[src/sha_pkg.sv]
// ----------------------------------------------------------------------------
// SHA-256/224 package
// Shared types, constants and round functions for the hash engine.
// ----------------------------------------------------------------------------
package sha_pkg;

  localparam int WordW = 32;

  typedef enum logic [2:0] {
    ST_COLLECT,
    ST_BLOCK,
    ST_PAD_A,
    ST_PAD_B,
    ST_EMIT
  } sha_state_t;

  // Commands from the controller to the datapath, and status back.
  typedef struct packed {
    logic       take_word;
    logic       start_block;
    logic       round_step;
    logic       finish_block;
    logic       pad_fill;
    logic       pad_len;
    logic       restart;
  } sha_cmd_t;

  typedef struct packed {
    logic       block_full;
    logic       last_round;
    logic       fill_ge56;
  } sha_stat_t;

  localparam logic [31:0] IV256 [8] = '{
    32'h6a09e667, 32'hbb67ae85, 32'h3c6ef372, 32'ha54ff53a,
    32'h510e527f, 32'h9b05688c, 32'h1f83d9ab, 32'h5be0cd19};
  localparam logic [31:0] IV224 [8] = '{
    32'hc1059ed8, 32'h367cd507, 32'h3070dd17, 32'hf70e5939,
    32'hffc00b31, 32'h68581511, 32'h64f98fa7, 32'hbefa4fa4};
  localparam logic [31:0] ROUND_K [64] = '{
    32'h428a2f98, 32'h71374491, 32'hb5c0fbcf, 32'he9b5dba5,
    32'h3956c25b, 32'h59f111f1, 32'h923f82a4, 32'hab1c5ed5,
    32'hd807aa98, 32'h12835b01, 32'h243185be, 32'h550c7dc3,
    32'h72be5d74, 32'h80deb1fe, 32'h9bdc06a7, 32'hc19bf174,
    32'he49b69c1, 32'hefbe4786, 32'h0fc19dc6, 32'h240ca1cc,
    32'h2de92c6f, 32'h4a7484aa, 32'h5cb0a9dc, 32'h76f988da,
    32'h983e5152, 32'ha831c66d, 32'hb00327c8, 32'hbf597fc7,
    32'hc6e00bf3, 32'hd5a79147, 32'h06ca6351, 32'h14292967,
    32'h27b70a85, 32'h2e1b2138, 32'h4d2c6dfc, 32'h53380d13,
    32'h650a7354, 32'h766a0abb, 32'h81c2c92e, 32'h92722c85,
    32'ha2bfe8a1, 32'ha81a664b, 32'hc24b8b70, 32'hc76c51a3,
    32'hd192e819, 32'hd6990624, 32'hf40e3585, 32'h106aa070,
    32'h19a4c116, 32'h1e376c08, 32'h2748774c, 32'h34b0bcb5,
    32'h391c0cb3, 32'h4ed8aa4a, 32'h5b9cca4f, 32'h682e6ff3,
    32'h748f82ee, 32'h78a5636f, 32'h84c87814, 32'h8cc70208,
    32'h90befffa, 32'ha4506ceb, 32'hbef9a3f7, 32'hc67178f2};

  function automatic logic [31:0] rotr(input logic [31:0] x, input int n);
    rotr = (x >> n) | (x << (32 - n));
  endfunction

  function automatic logic [31:0] ssig0(input logic [31:0] x);
    ssig0 = rotr(x, 7) ^ rotr(x, 18) ^ (x >> 3);
  endfunction

  function automatic logic [31:0] ssig1(input logic [31:0] x);
    ssig1 = rotr(x, 17) ^ rotr(x, 19) ^ (x >> 10);
  endfunction

  function automatic logic [31:0] bsig0(input logic [31:0] x);
    bsig0 = rotr(x, 2) ^ rotr(x, 13) ^ rotr(x, 22);
  endfunction

  function automatic logic [31:0] bsig1(input logic [31:0] x);
    bsig1 = rotr(x, 6) ^ rotr(x, 11) ^ rotr(x, 25);
  endfunction

endpackage

[src/sha_ctrl.sv]
// ----------------------------------------------------------------------------
// SHA controller
// Sequences word intake, the 64 rounds of each block, padding and output.
// ----------------------------------------------------------------------------
module sha_ctrl (
  input  logic               clk,
  input  logic               rst,
  input  logic               cfg_we,
  input  logic               in_fire,
  input  logic               in_final,
  input  logic               out_fire,
  input  logic               out_last,
  input  sha_pkg::sha_stat_t stat,
  output sha_pkg::sha_cmd_t  cmd,
  output logic               in_ready,
  output logic               emitting
);
  import sha_pkg::*;

  sha_state_t state, state_next;
  logic       pend_final, pend_final_next;

  always_ff @(posedge clk) begin
    if (rst) begin
      state      <= ST_COLLECT;
      pend_final <= 1'b0;
    end else begin
      state      <= state_next;
      pend_final <= pend_final_next;
    end
  end

  // pend_final remembers that a block compressed mid-word was on a final word.
  always_comb begin
    state_next      = state;
    pend_final_next = pend_final;
    unique case (state)
      ST_COLLECT: begin
        if (in_fire) begin
          pend_final_next = in_final;
          if (stat.block_full) state_next = ST_BLOCK;
          else if (in_final)   state_next = ST_PAD_A;
        end
      end
      ST_BLOCK: begin
        if (stat.last_round) state_next = pend_final ? ST_PAD_A : ST_COLLECT;
      end
      ST_PAD_A: begin
        state_next = ST_PAD_B;
      end
      ST_PAD_B: begin
        if (stat.last_round) begin
          // A second block is needed only when the length did not fit.
          if (pend_final && stat.fill_ge56) begin
            pend_final_next = 1'b0;
            state_next      = ST_PAD_A;
          end else begin
            state_next = ST_EMIT;
          end
        end
      end
      ST_EMIT: begin
        if (out_fire && out_last) state_next = ST_COLLECT;
      end
      default: state_next = ST_COLLECT;
    endcase
    if (cfg_we) begin
      state_next      = ST_COLLECT;
      pend_final_next = 1'b0;
    end
  end

  always_comb begin
    cmd      = '0;
    in_ready = 1'b0;
    emitting = 1'b0;
    unique case (state)
      ST_COLLECT: begin
        in_ready      = 1'b1;
        cmd.take_word = in_fire;
        cmd.start_block = in_fire && stat.block_full;
      end
      ST_BLOCK: begin
        cmd.round_step   = 1'b1;
        cmd.finish_block = stat.last_round;
      end
      ST_PAD_A: begin
        // First pass lays down the marker byte; a second pass (after an
        // overflow block) only writes the length into a cleared block.
        cmd.pad_fill    = pend_final;
        cmd.pad_len     = 1'b1;
        cmd.start_block = 1'b1;
      end
      ST_PAD_B: begin
        cmd.round_step   = 1'b1;
        cmd.finish_block = stat.last_round;
      end
      ST_EMIT: begin
        emitting    = 1'b1;
        cmd.restart = out_fire && out_last;
      end
      default: ;
    endcase
    if (cfg_we) cmd.restart = 1'b1;
  end

endmodule

[src/sha_dp.sv]
// ----------------------------------------------------------------------------
// SHA datapath
// Block buffer, message schedule, round unit, chaining value and counters.
// ----------------------------------------------------------------------------
module sha_dp (
  input  logic               clk,
  input  logic               rst,
  input  logic               mode,
  input  sha_pkg::sha_cmd_t  cmd,
  input  logic [31:0]        message_word,
  input  logic [2:0]         byte_count,
  input  logic               final_word,
  input  logic [2:0]         out_idx,
  output logic [31:0]        digest_word,
  output sha_pkg::sha_stat_t stat
);
  import sha_pkg::*;

  logic [31:0] chain [8];
  logic [31:0] wv [8];
  logic [31:0] sched [16];
  logic [5:0]  fill;
  logic [63:0] msg_bits;
  logic [5:0]  round;
  logic        pad_second;

  logic [2:0]  nb;
  logic [6:0]  fill_sum;
  logic [31:0] merged_lo;
  logic [31:0] merged_hi;
  logic [31:0] w_new;
  logic [31:0] t1, t2;

  // Bytes taken from this word; a non-final word always counts four.
  always_comb begin
    if (!final_word)          nb = 3'd4;
    else if (byte_count > 3'd4) nb = 3'd4;
    else                      nb = byte_count;
  end

  assign fill_sum = {1'b0, fill} + {4'b0, nb};

  // Place nb leading bytes at byte position fill, maybe straddling two words.
  always_comb begin
    logic [63:0] win;
    logic [63:0] msk;
    logic [63:0] bytes;
    logic [63:0] bmask;
    win   = {sched[fill[5:2]], sched[fill[5:2] + 4'd1]};
    bytes = {message_word, 32'h0} >> ({3'b0, fill[1:0]} * 6'd8);
    case (nb)
      3'd0:    bmask = 64'h0;
      3'd1:    bmask = 64'hff00_0000_0000_0000;
      3'd2:    bmask = 64'hffff_0000_0000_0000;
      3'd3:    bmask = 64'hffff_ff00_0000_0000;
      default: bmask = 64'hffff_ffff_0000_0000;
    endcase
    msk = bmask >> ({3'b0, fill[1:0]} * 6'd8);
    win = (win & ~msk) | (bytes & msk);
    merged_hi = win[63:32];
    merged_lo = win[31:0];
  end

  assign w_new = ssig1(sched[14]) + sched[9] + ssig0(sched[1]) + sched[0];

  assign t1 = wv[7] + bsig1(wv[4]) + ((wv[4] & wv[5]) ^ (~wv[4] & wv[6]))
            + ROUND_K[round] + sched[0];
  assign t2 = bsig0(wv[0]) + ((wv[0] & wv[1]) ^ (wv[0] & wv[2]) ^ (wv[1] & wv[2]));

  assign stat.block_full = fill_sum[6];
  assign stat.last_round = (round == 6'd63);
  assign stat.fill_ge56  = (fill >= 6'd56);

  assign digest_word = chain[out_idx];

  always_ff @(posedge clk) begin
    if (rst) begin
      fill       <= '0;
      msg_bits   <= '0;
      round      <= '0;
      pad_second <= 1'b0;
      for (int i = 0; i < 8; i++) chain[i] <= IV256[i];
    end else begin
      if (cmd.take_word) begin
        sched[fill[5:2]] <= merged_hi;
        if (fill[1:0] != 2'd0) sched[fill[5:2] + 4'd1] <= merged_lo;
        fill     <= fill_sum[5:0];
        msg_bits <= msg_bits + {58'b0, nb, 3'b0};
      end
      if (cmd.pad_len) begin
        for (int i = 0; i < 16; i++) begin
          logic [5:0] b;
          b = 6'(i * 4);
          if (cmd.pad_fill) begin
            if ({2'b0, fill[5:2]} == 6'(i)) begin
              case (fill[1:0])
                2'd0: sched[i] <= 32'h8000_0000;
                2'd1: sched[i] <= {sched[i][31:24], 24'h80_0000};
                2'd2: sched[i] <= {sched[i][31:16], 16'h8000};
                default: sched[i] <= {sched[i][31:8], 8'h80};
              endcase
            end else if (b > fill) begin
              sched[i] <= '0;
            end
          end else begin
            sched[i] <= '0;
          end
        end
        // The length goes in now unless it no longer fits behind the data.
        if (!cmd.pad_fill || fill < 6'd56) begin
          sched[14] <= msg_bits[63:32];
          sched[15] <= msg_bits[31:0];
        end
        pad_second <= cmd.pad_fill && fill >= 6'd56;
      end
      if (cmd.start_block) begin
        round <= '0;
        for (int i = 0; i < 8; i++) wv[i] <= chain[i];
      end
      if (cmd.round_step) begin
        round <= round + 6'd1;
        for (int i = 0; i < 15; i++) sched[i] <= sched[i + 1];
        sched[15] <= w_new;
        wv[7] <= wv[6]; wv[6] <= wv[5]; wv[5] <= wv[4]; wv[4] <= wv[3] + t1;
        wv[3] <= wv[2]; wv[2] <= wv[1]; wv[1] <= wv[0]; wv[0] <= t1 + t2;
        if (cmd.finish_block) begin
          chain[0] <= chain[0] + t1 + t2;
          chain[1] <= chain[1] + wv[0];
          chain[2] <= chain[2] + wv[1];
          chain[3] <= chain[3] + wv[2];
          chain[4] <= chain[4] + wv[3] + t1;
          chain[5] <= chain[5] + wv[4];
          chain[6] <= chain[6] + wv[5];
          chain[7] <= chain[7] + wv[6];
          // A full data block leaves an empty buffer behind it.
          if (!pad_second) fill <= '0;
        end
      end
      if (cmd.restart) begin
        fill       <= '0;
        msg_bits   <= '0;
        pad_second <= 1'b0;
        for (int i = 0; i < 8; i++) chain[i] <= mode ? IV224[i] : IV256[i];
      end
    end
  end

endmodule

[src/sha256_sha224_hash_engine_core.sv]
// ----------------------------------------------------------------------------
// SHA-256/224 hash engine
// Streams message words in and returns the eight digest words per message.
// ----------------------------------------------------------------------------
// Words are accepted while collecting; every sixteenth word fills a block, and
// input is then held off while the single shared round unit compresses it.
// A final word adds one or two padding blocks, and the eight digest words
// then leave one per accepted output word.
// Writing hash_mode restarts the message with the chosen initial values.
module sha256_sha224_hash_engine_core (
  input  logic        clk,
  input  logic        rst,
  input  logic        cfg_we,
  input  logic        cfg_wdata,      // hash_mode
  input  logic        s_axis_tvalid,
  output logic        s_axis_tready,
  input  logic [39:0] s_axis_tdata,   // message_word, byte_count, zero fill
  input  logic        s_axis_tlast,   // final_word
  output logic        m_axis_tvalid,
  input  logic        m_axis_tready,
  output logic [39:0] m_axis_tdata,   // digest_word, word_index, zero fill
  output logic        m_axis_tlast    // digest_done
);
  import sha_pkg::*;

  sha_cmd_t  cmd;
  sha_stat_t stat;
  logic      mode;
  logic      in_fire, out_fire, emitting;
  logic [2:0] out_idx;
  logic [31:0] dword;

  assign in_fire  = s_axis_tvalid && s_axis_tready;
  assign out_fire = m_axis_tvalid && m_axis_tready;

  always_ff @(posedge clk) begin
    if (rst) begin
      mode    <= 1'b0;
      out_idx <= '0;
    end else begin
      if (cfg_we) mode <= cfg_wdata;
      if (cfg_we)        out_idx <= '0;
      else if (out_fire) out_idx <= out_idx + 3'd1;
    end
  end

  sha_ctrl u_ctrl (
    .clk      (clk),
    .rst      (rst),
    .cfg_we   (cfg_we),
    .in_fire  (in_fire),
    .in_final (s_axis_tlast),
    .out_fire (out_fire),
    .out_last (m_axis_tlast),
    .stat     (stat),
    .cmd      (cmd),
    .in_ready (s_axis_tready),
    .emitting (emitting)
  );

  sha_dp u_dp (
    .clk          (clk),
    .rst          (rst),
    .mode         (cfg_we ? cfg_wdata : mode),
    .cmd          (cmd),
    .message_word (s_axis_tdata[31:0]),
    .byte_count   (s_axis_tdata[34:32]),
    .final_word   (s_axis_tlast),
    .out_idx      (out_idx),
    .digest_word  (dword),
    .stat         (stat)
  );

  assign m_axis_tvalid = emitting;
  assign m_axis_tdata  = {5'b0, out_idx, dword};
  assign m_axis_tlast  = (out_idx == 3'd7);

  a_no_overlap: assert property (@(posedge clk) disable iff (rst)
    !(s_axis_tready && m_axis_tvalid))
    else $error("input accepted while digest is being sent");

  a_idx_wrap: assert property (@(posedge clk) disable iff (rst)
    (out_fire && m_axis_tlast && !cfg_we) |=> (out_idx == 3'd0))
    else $error("digest index did not wrap");

  a_idx_zero_idle: assert property (@(posedge clk) disable iff (rst)
    s_axis_tready |-> out_idx == 3'd0)
    else $error("digest index not reset while collecting");

endmodule
[config.mk]
export PLATFORM = sky130hd
export DESIGN_NAME = sha256_sha224_hash_engine_core
export DESIGN_NICKNAME = d
export VERILOG_FILES = /design/src/sha_pkg.sv /design/src/sha_ctrl.sv /design/src/sha_dp.sv /design/src/sha256_sha224_hash_engine_core.sv
export SDC_FILE = /design/constraint.sdc
export NUM_CORES = 2
export LEC_CHECK = 0
export ABC_AREA = 1
export BUFFER_PORTS_ARGS = -buffer_cell sky130_fd_sc_hd__clkbuf_2
export CAP_MARGIN = 10
export CORE_ASPECT_RATIO = 1.1
export CORE_MARGIN = 1.5
export CORE_UTILIZATION = 28
export DETAILED_ROUTE_END_ITERATION = 8
export SLEW_MARGIN = 20
export SYNTH_ARGS = -nofsm -noshare
export SYNTH_HDL_FRONTEND = slang
export SYNTH_SLANG_ARGS = --single-unit
[constraint.sdc]
create_clock -name clk -period 34.6 [get_ports clk]
set_clock_uncertainty 0.1 [all_clocks]
set_input_delay 3.46 -clock clk [delete_from_list [all_inputs] [get_ports clk]]
set_output_delay 3.46 -clock clk [all_outputs]
set_load 0.03 [all_outputs]
**After elaboration in Yosys (flattened, before gate mapping)**

Memory sizes are Yosys's and may differ from the RTL's. A register that Yosys moved wholly into a read port is not among the register bits.
Index checks and enable logic that the tools add are counted.

- Bits in registers: 85
- Bits in writable memories: 1024
- Memory bits (read-only): 2048
- Bits of input ports: 47
- Output and inout bits: 43
- Logic and storage cells: 890
- Memories: 4

- Add/sub/neg operators: 25
- Order comparisons: 20
- Equal/unequal tests: 32
- Shift operators: 2
- Muxes and demuxes: 622
- Bitwise operators: 154
- Reductions and logical operators: 23

Memories:

| memory | words | width | read ports | clocked after memory_dff | write ports | line | text |
|---|---|---|---|---|---|---|---|
| (no name shown) | 64 | 32 | 1 | 0 | 0 | sha_dp.sv:67 | `+ ROUND_K[round] + sched[0];` |
| u_dp.sched | 16 | 32 | 18 | 1 | 16 | sha_dp.sv:21 | `logic [31:0] sched [16];` |
| u_dp.chain | 8 | 32 | 9 | 1 | 8 | sha_dp.sv:19 | `logic [31:0] chain [8];` |
| u_dp.wv | 8 | 32 | 8 | 0 | 8 | sha_dp.sv:20 | `logic [31:0] wv [8];` |

Operators by type and width:

| operator | count |
|---|---|
| 32-bit 2-to-1 mux | 131 |
| 32-bit adder | 20 |
| 1-bit 2-to-1 mux | 461 |
| 32-bit XOR | 9 |
| 64-bit case mux with 4 select lines | 1 |
| 32-bit AND | 5 |
| 64-bit AND | 2 |
| 64-bit by 5-bit right shift with 64-bit output | 2 |
| 1-bit OR | 122 |
| 64-bit by 6-bit adder with 64-bit output | 1 |
| 64-bit NOT | 1 |
| 64-bit OR | 1 |
| 32-bit OR reduction | 2 |
| 31-bit 2-to-1 mux | 2 |
| 6-bit greater-than comparator (first input constant) | 8 |
| 6-bit 2-to-1 mux | 6 |
| 3-bit 2-to-1 mux | 11 |
| 4-bit equality test (second input constant) | 8 |
| 32-bit NOT | 1 |
| 10-bit by 32-bit OR with 32-bit output | 1 |
| 13-bit by 32-bit OR with 32-bit output | 1 |
| 14-bit by 32-bit OR with 32-bit output | 1 |
| 15-bit by 32-bit OR with 32-bit output | 1 |
| 19-bit by 32-bit OR with 32-bit output | 1 |
| 48 further kinds | 79 |

**Depth between registers and ports, before layout**

- Depth in word-level cells: 15
- Mapped depth: 46
- Mapped depth without buffers: 44

**Modules after synthesis**

Synthesis repeated with hierarchy kept, for this count alone.

- Cells, all modules: 13242
- Area, all modules: 97353.4 sq um

By module, submodules not included:

| module | times used | cells an instance | area an instance (sq um) | seq. area each (sq um) |
|---|---|---|---|---|
| sha_dp | 1 | 13141 | 96720.3 | 31680.4 |
| sha_ctrl | 1 | 65 | 387.9 | 80.1 |
| sha256_sha224_hash_engine_core | 1 | 36 | 245.2 | 80.1 |

**Worst setup path after synthesis**

Ideal clock, no wire load.

- Path kind: input to register
- From: in s_axis_tlast
- To: mem u_dp.wv[0][0] (enable)
- Setup time: 877 ps
- Arrival: 15648 ps
- Data required time: 33623 ps
- Path slack: 17974 ps
- Stages: 16
- Path buffers: 0
- Path through: inv_2 nor2_2 inv_1 nor2_1 ha_1 fa_1 nand2_1 inv_1 nor2_1 nor2_1 inv_1 nor2_1 nand2_1 a21oi_1 inv_1 nor2_1

RTL lines:

| element | line | text |
|---|---|---|
| start, declared | sha256_sha224_hash_engine_core.sv:18 | `input logic s_axis_tlast,` |
| end, declared | sha_dp.sv:20 |  |

==> flow_summary.toml <==
[outcome]
outcome = "finished, violations left"
violations = "DRC"

[sta]
final.setup.tns_ns = 0
report.final.slew_viol_count = 0
worst_slew_margin_rel_pct = 7.92
setup_viol = 0
hold_viol_final = 0
whs_ns = 0.339
fin_crit_sh_pct = 31.8
tightest_slew_ns = 1.37
min_period_ns = 11.00
max_freq_mhz = 90.9
rsz0062_at_grt = "no"
worst_slack_ns = 23.60

[die]
core_area_um2 = 342000
die_area_um2 = 348000
std_cell_rows = 225
die_w_um = 562
die_y_um = 618
start_util_pct = 28.2
io_pins = 90

[setup_path]
cp_common_cell = "nand2_1"
cp-end-kind = "register"
crit_path_max_fanout = 13
crit_slowest_cell = "dfxtp_1"
start_kind = "register"
path_class = "register to register"
max_stage_delay_ns = 0.72
required_ns = 35.23
arrival_ns = 11.63

[clock_network]
cts_sinks = 1109
ctsHoldBuffers = 0
cts_max_path_buffers = 4
clk_pin_slew_ns = 0.06
clk_latency_ns = 0.87
ctsResizeCount = 0
cts_buffers = 152
h-tree-depth = 4
cts_root_buffer = "clkbuf_16"
cts_setup_buffers = 0
cts_tree = "yes"

[yosys]
ys_seq_elements = 1109
syn_area_um2 = 96300
post-synth-top-count-cell = "nand2_1"
synth_common_cells = "2227 x nand2_1, 1750 x o21ai_0, 1571 x inv_1, 1429 x a21oi_1, 1085 x nor2_1"
synth.avg_cell_area_um2 = 7.43
netlist_instances = 13000
async_flop_share_pct = 0
ys_types = 84
ys_seq_area_share_pct = 32.7
yosys-top-cells-area = "edfxtp_1 29%, o21ai_0 9.1%, nand2_1 8.7%, a21oi_1 7.4%, inv_1 6.1%"
synth_area_leader_cell = "edfxtp_1"
synth_edf_count = 927
synth_top_area_share_pct = 28.9
ys.flop_type = "edfxtp_1"
yosys_warnings = 0

[power]
p_clk_share_pct = 25.8
p_int_w = 0.00338
p_comb_share_pct = 48.4
switchingPower_w = 0.00282
p_leak_nw = 42.9
pwr-share-seq_pct = 25.8
power_density_nw_per_um2 = 58.6
switching_share_pct = 45.4
ir_drop_v = 0.0000469

[routing]
drt-vias-per-instance = 5.66
drt_iter0_drc = 13600
drc_errors = 2
dr.pass1.iters = 9
drt-total-wl_um = 486000
antenna_left = 0
dr_total_vias = 98000
wl_per_cell_um = 28.0

[final_layout]
nNetsFinal = 13400
layout-drive-gt1-share_pct = 6.56
multi_input_area_um2 = 55300
seq_area_um2 = 31500
fin_cells = 17300
nFillCells = 37200
area_growth_pct = 9.73

[global_routing]
grt_pass1_vias = 92000
antenna_found_initial = 20
grt_pass1_wl_um = 679000
grt_use_total_pct = 26.9
grt_max_degree = 222
overflow = 0

[run]
cap_violations = 0

[hold_path]
hold_class = "register to register"

[placed_design]
pre_cts_slack_ns = 23.71
gp_congestion = 1.04
dp.cells = 17000
io_buffers = 79
hpwlAfterDp_um = 366000
[per-layer routing]
layer / vias to the layer above / global-route usage [%] / share of wire, %
li1: 43900 / - / -
met1: 46700 / 33.0 / 38
met2: 5955 / 42.3 / 44
met3: 1473 / 4.64 / 9.5
met4: 8 / 20.3 / 9.0
met5: - / 0 / 0.011
[worst max-delay path: cells and delay by family, from the launching register on]
family                     cells  cell delay, ns
and+or+nand+nor               12            1.88
buffers and inverters          5            0.94
adders and majority gates      8            3.49
DFF                            1            0.72
AOI/OAI and AO/OA             12            3.10
xor gates and xnor gates       1            0.68
[cells in the final DEF (no fill, tap or decap), drive strengths merged, types with 16 or more instances in the layout]
| master | netlist | routed |
|---|---|---|
| a2111oi | 20 | 20 |
| a211oi | 30 | 30 |
| a21boi | 24 | 24 |
| a21o | 48 | 48 |
| a21oi | 1437 | 1437 |
| a221oi | 124 | 124 |
| a22oi | 67 | 67 |
| a31oi | 84 | 84 |
| buf | 322 | 206 |
| clkbuf | 430 | 302 |
| clkinv | 6 | 48 |
| dfxtp | 182 | 182 |
| edfxtp | 927 | 927 |
| fa | 226 | 226 |
| ha | 440 | 440 |
| inv | 1663 | 1660 |
| maj3 | 31 | 31 |
| mux2i | 27 | 27 |
| nand2 | 2261 | 2261 |
| nand3 | 327 | 327 |
| nand4 | 79 | 79 |
| nor2 | 1126 | 1126 |
| nor3 | 117 | 117 |
| nor4 | 36 | 36 |
| o2111ai | 16 | 16 |
| o211ai | 104 | 104 |
| o21a | 35 | 35 |
| o21ai | 1849 | 1849 |
| o21bai | 48 | 48 |
| o221ai | 140 | 140 |
| o22ai | 150 | 150 |
| o31ai | 22 | 22 |
| or2 | 60 | 60 |
| xnor2 | 175 | 175 |
| xor2 | 253 | 253 |
[cells by family after synthesis]
logic type / synth area share (%)
AOI/OAI and AO/OA: 25.1
adders and majority gates: 10.7
other: 0.00389
muxes: 0.292
buffers and inverters: 10.0
and+or+nand+nor: 17.2
DFF: 32.7
xor gates and xnor gates: 3.93
[final cells by class]
cell class              count  area share, %
flip-flops and latches   1109           29.8
well taps                4540           5.37
clock buffers             223           4.16
repair buffers            285           1.94
multi-input cells        9443           52.4
diodes                     12         0.0284
inverters                1669           5.96
clock inverters            47          0.365
[through the flow]
stage	cell area (um2)	util (%)	power [W]
final	106000	30.9	0.00620
after global placement	101000	29.5	0.00454
after detailed placement	101000	29.5	0.00454
after floorplan	96300	-	0.00358
after global routing	106000	30.9	0.00652
after CTS	106000	30.9	0.00614
[power by group through the flow]
| stage | clock network (W) | registers, W | logic [W] |
|---|---|---|---|
| finish | 0.00160 | 0.00160 | 0.00300 |
| global route | 0.00165 | 0.00160 | 0.00327 |
| CTS | 0.00161 | 0.00159 | 0.00294 |
| detailed placement | 0 | 0.00162 | 0.00292 |
| global placement | 0 | 0.00162 | 0.00292 |
| floorplan | 0 | 0.00158 | 0.00199 |
[sequential cells by signal (all words and copies together), names as in the netlist, named ones only]
signal             flops
u_dp.sched           512
u_dp.chain           256
u_dp.wv              256
u_dp.msg_bits         61
u_dp.fill              6
u_dp.round             6
out_idx                3
u_ctrl.state           3
mode                   1
u_ctrl.pend_final      1
u_dp.pad_second        1
[worst paths after layout]
| check | cells past startpoint | end | from | slack [ns] |
|---|---|---|---|---|
| max reg2reg | 38 | u_dp.chain[4][30]$_SDFFE_PP1P_ | u_dp.round[1]$_SDFFE_PP0P_ | 23.60 |
| min | 2 | u_dp.sched[12][4]$_SDFFE_PN0P_ | u_dp.sched[13][4]$_SDFFE_PN0P_ | 0.34 |
| max | 38 | u_dp.chain[4][30]$_SDFFE_PP1P_ | u_dp.round[1]$_SDFFE_PP0P_ | 23.60 |
| min reg2reg | 2 | u_dp.sched[12][4]$_SDFFE_PN0P_ | u_dp.sched[13][4]$_SDFFE_PN0P_ | 0.34 |
Note: power is estimated with default switching activity, not from simulation.
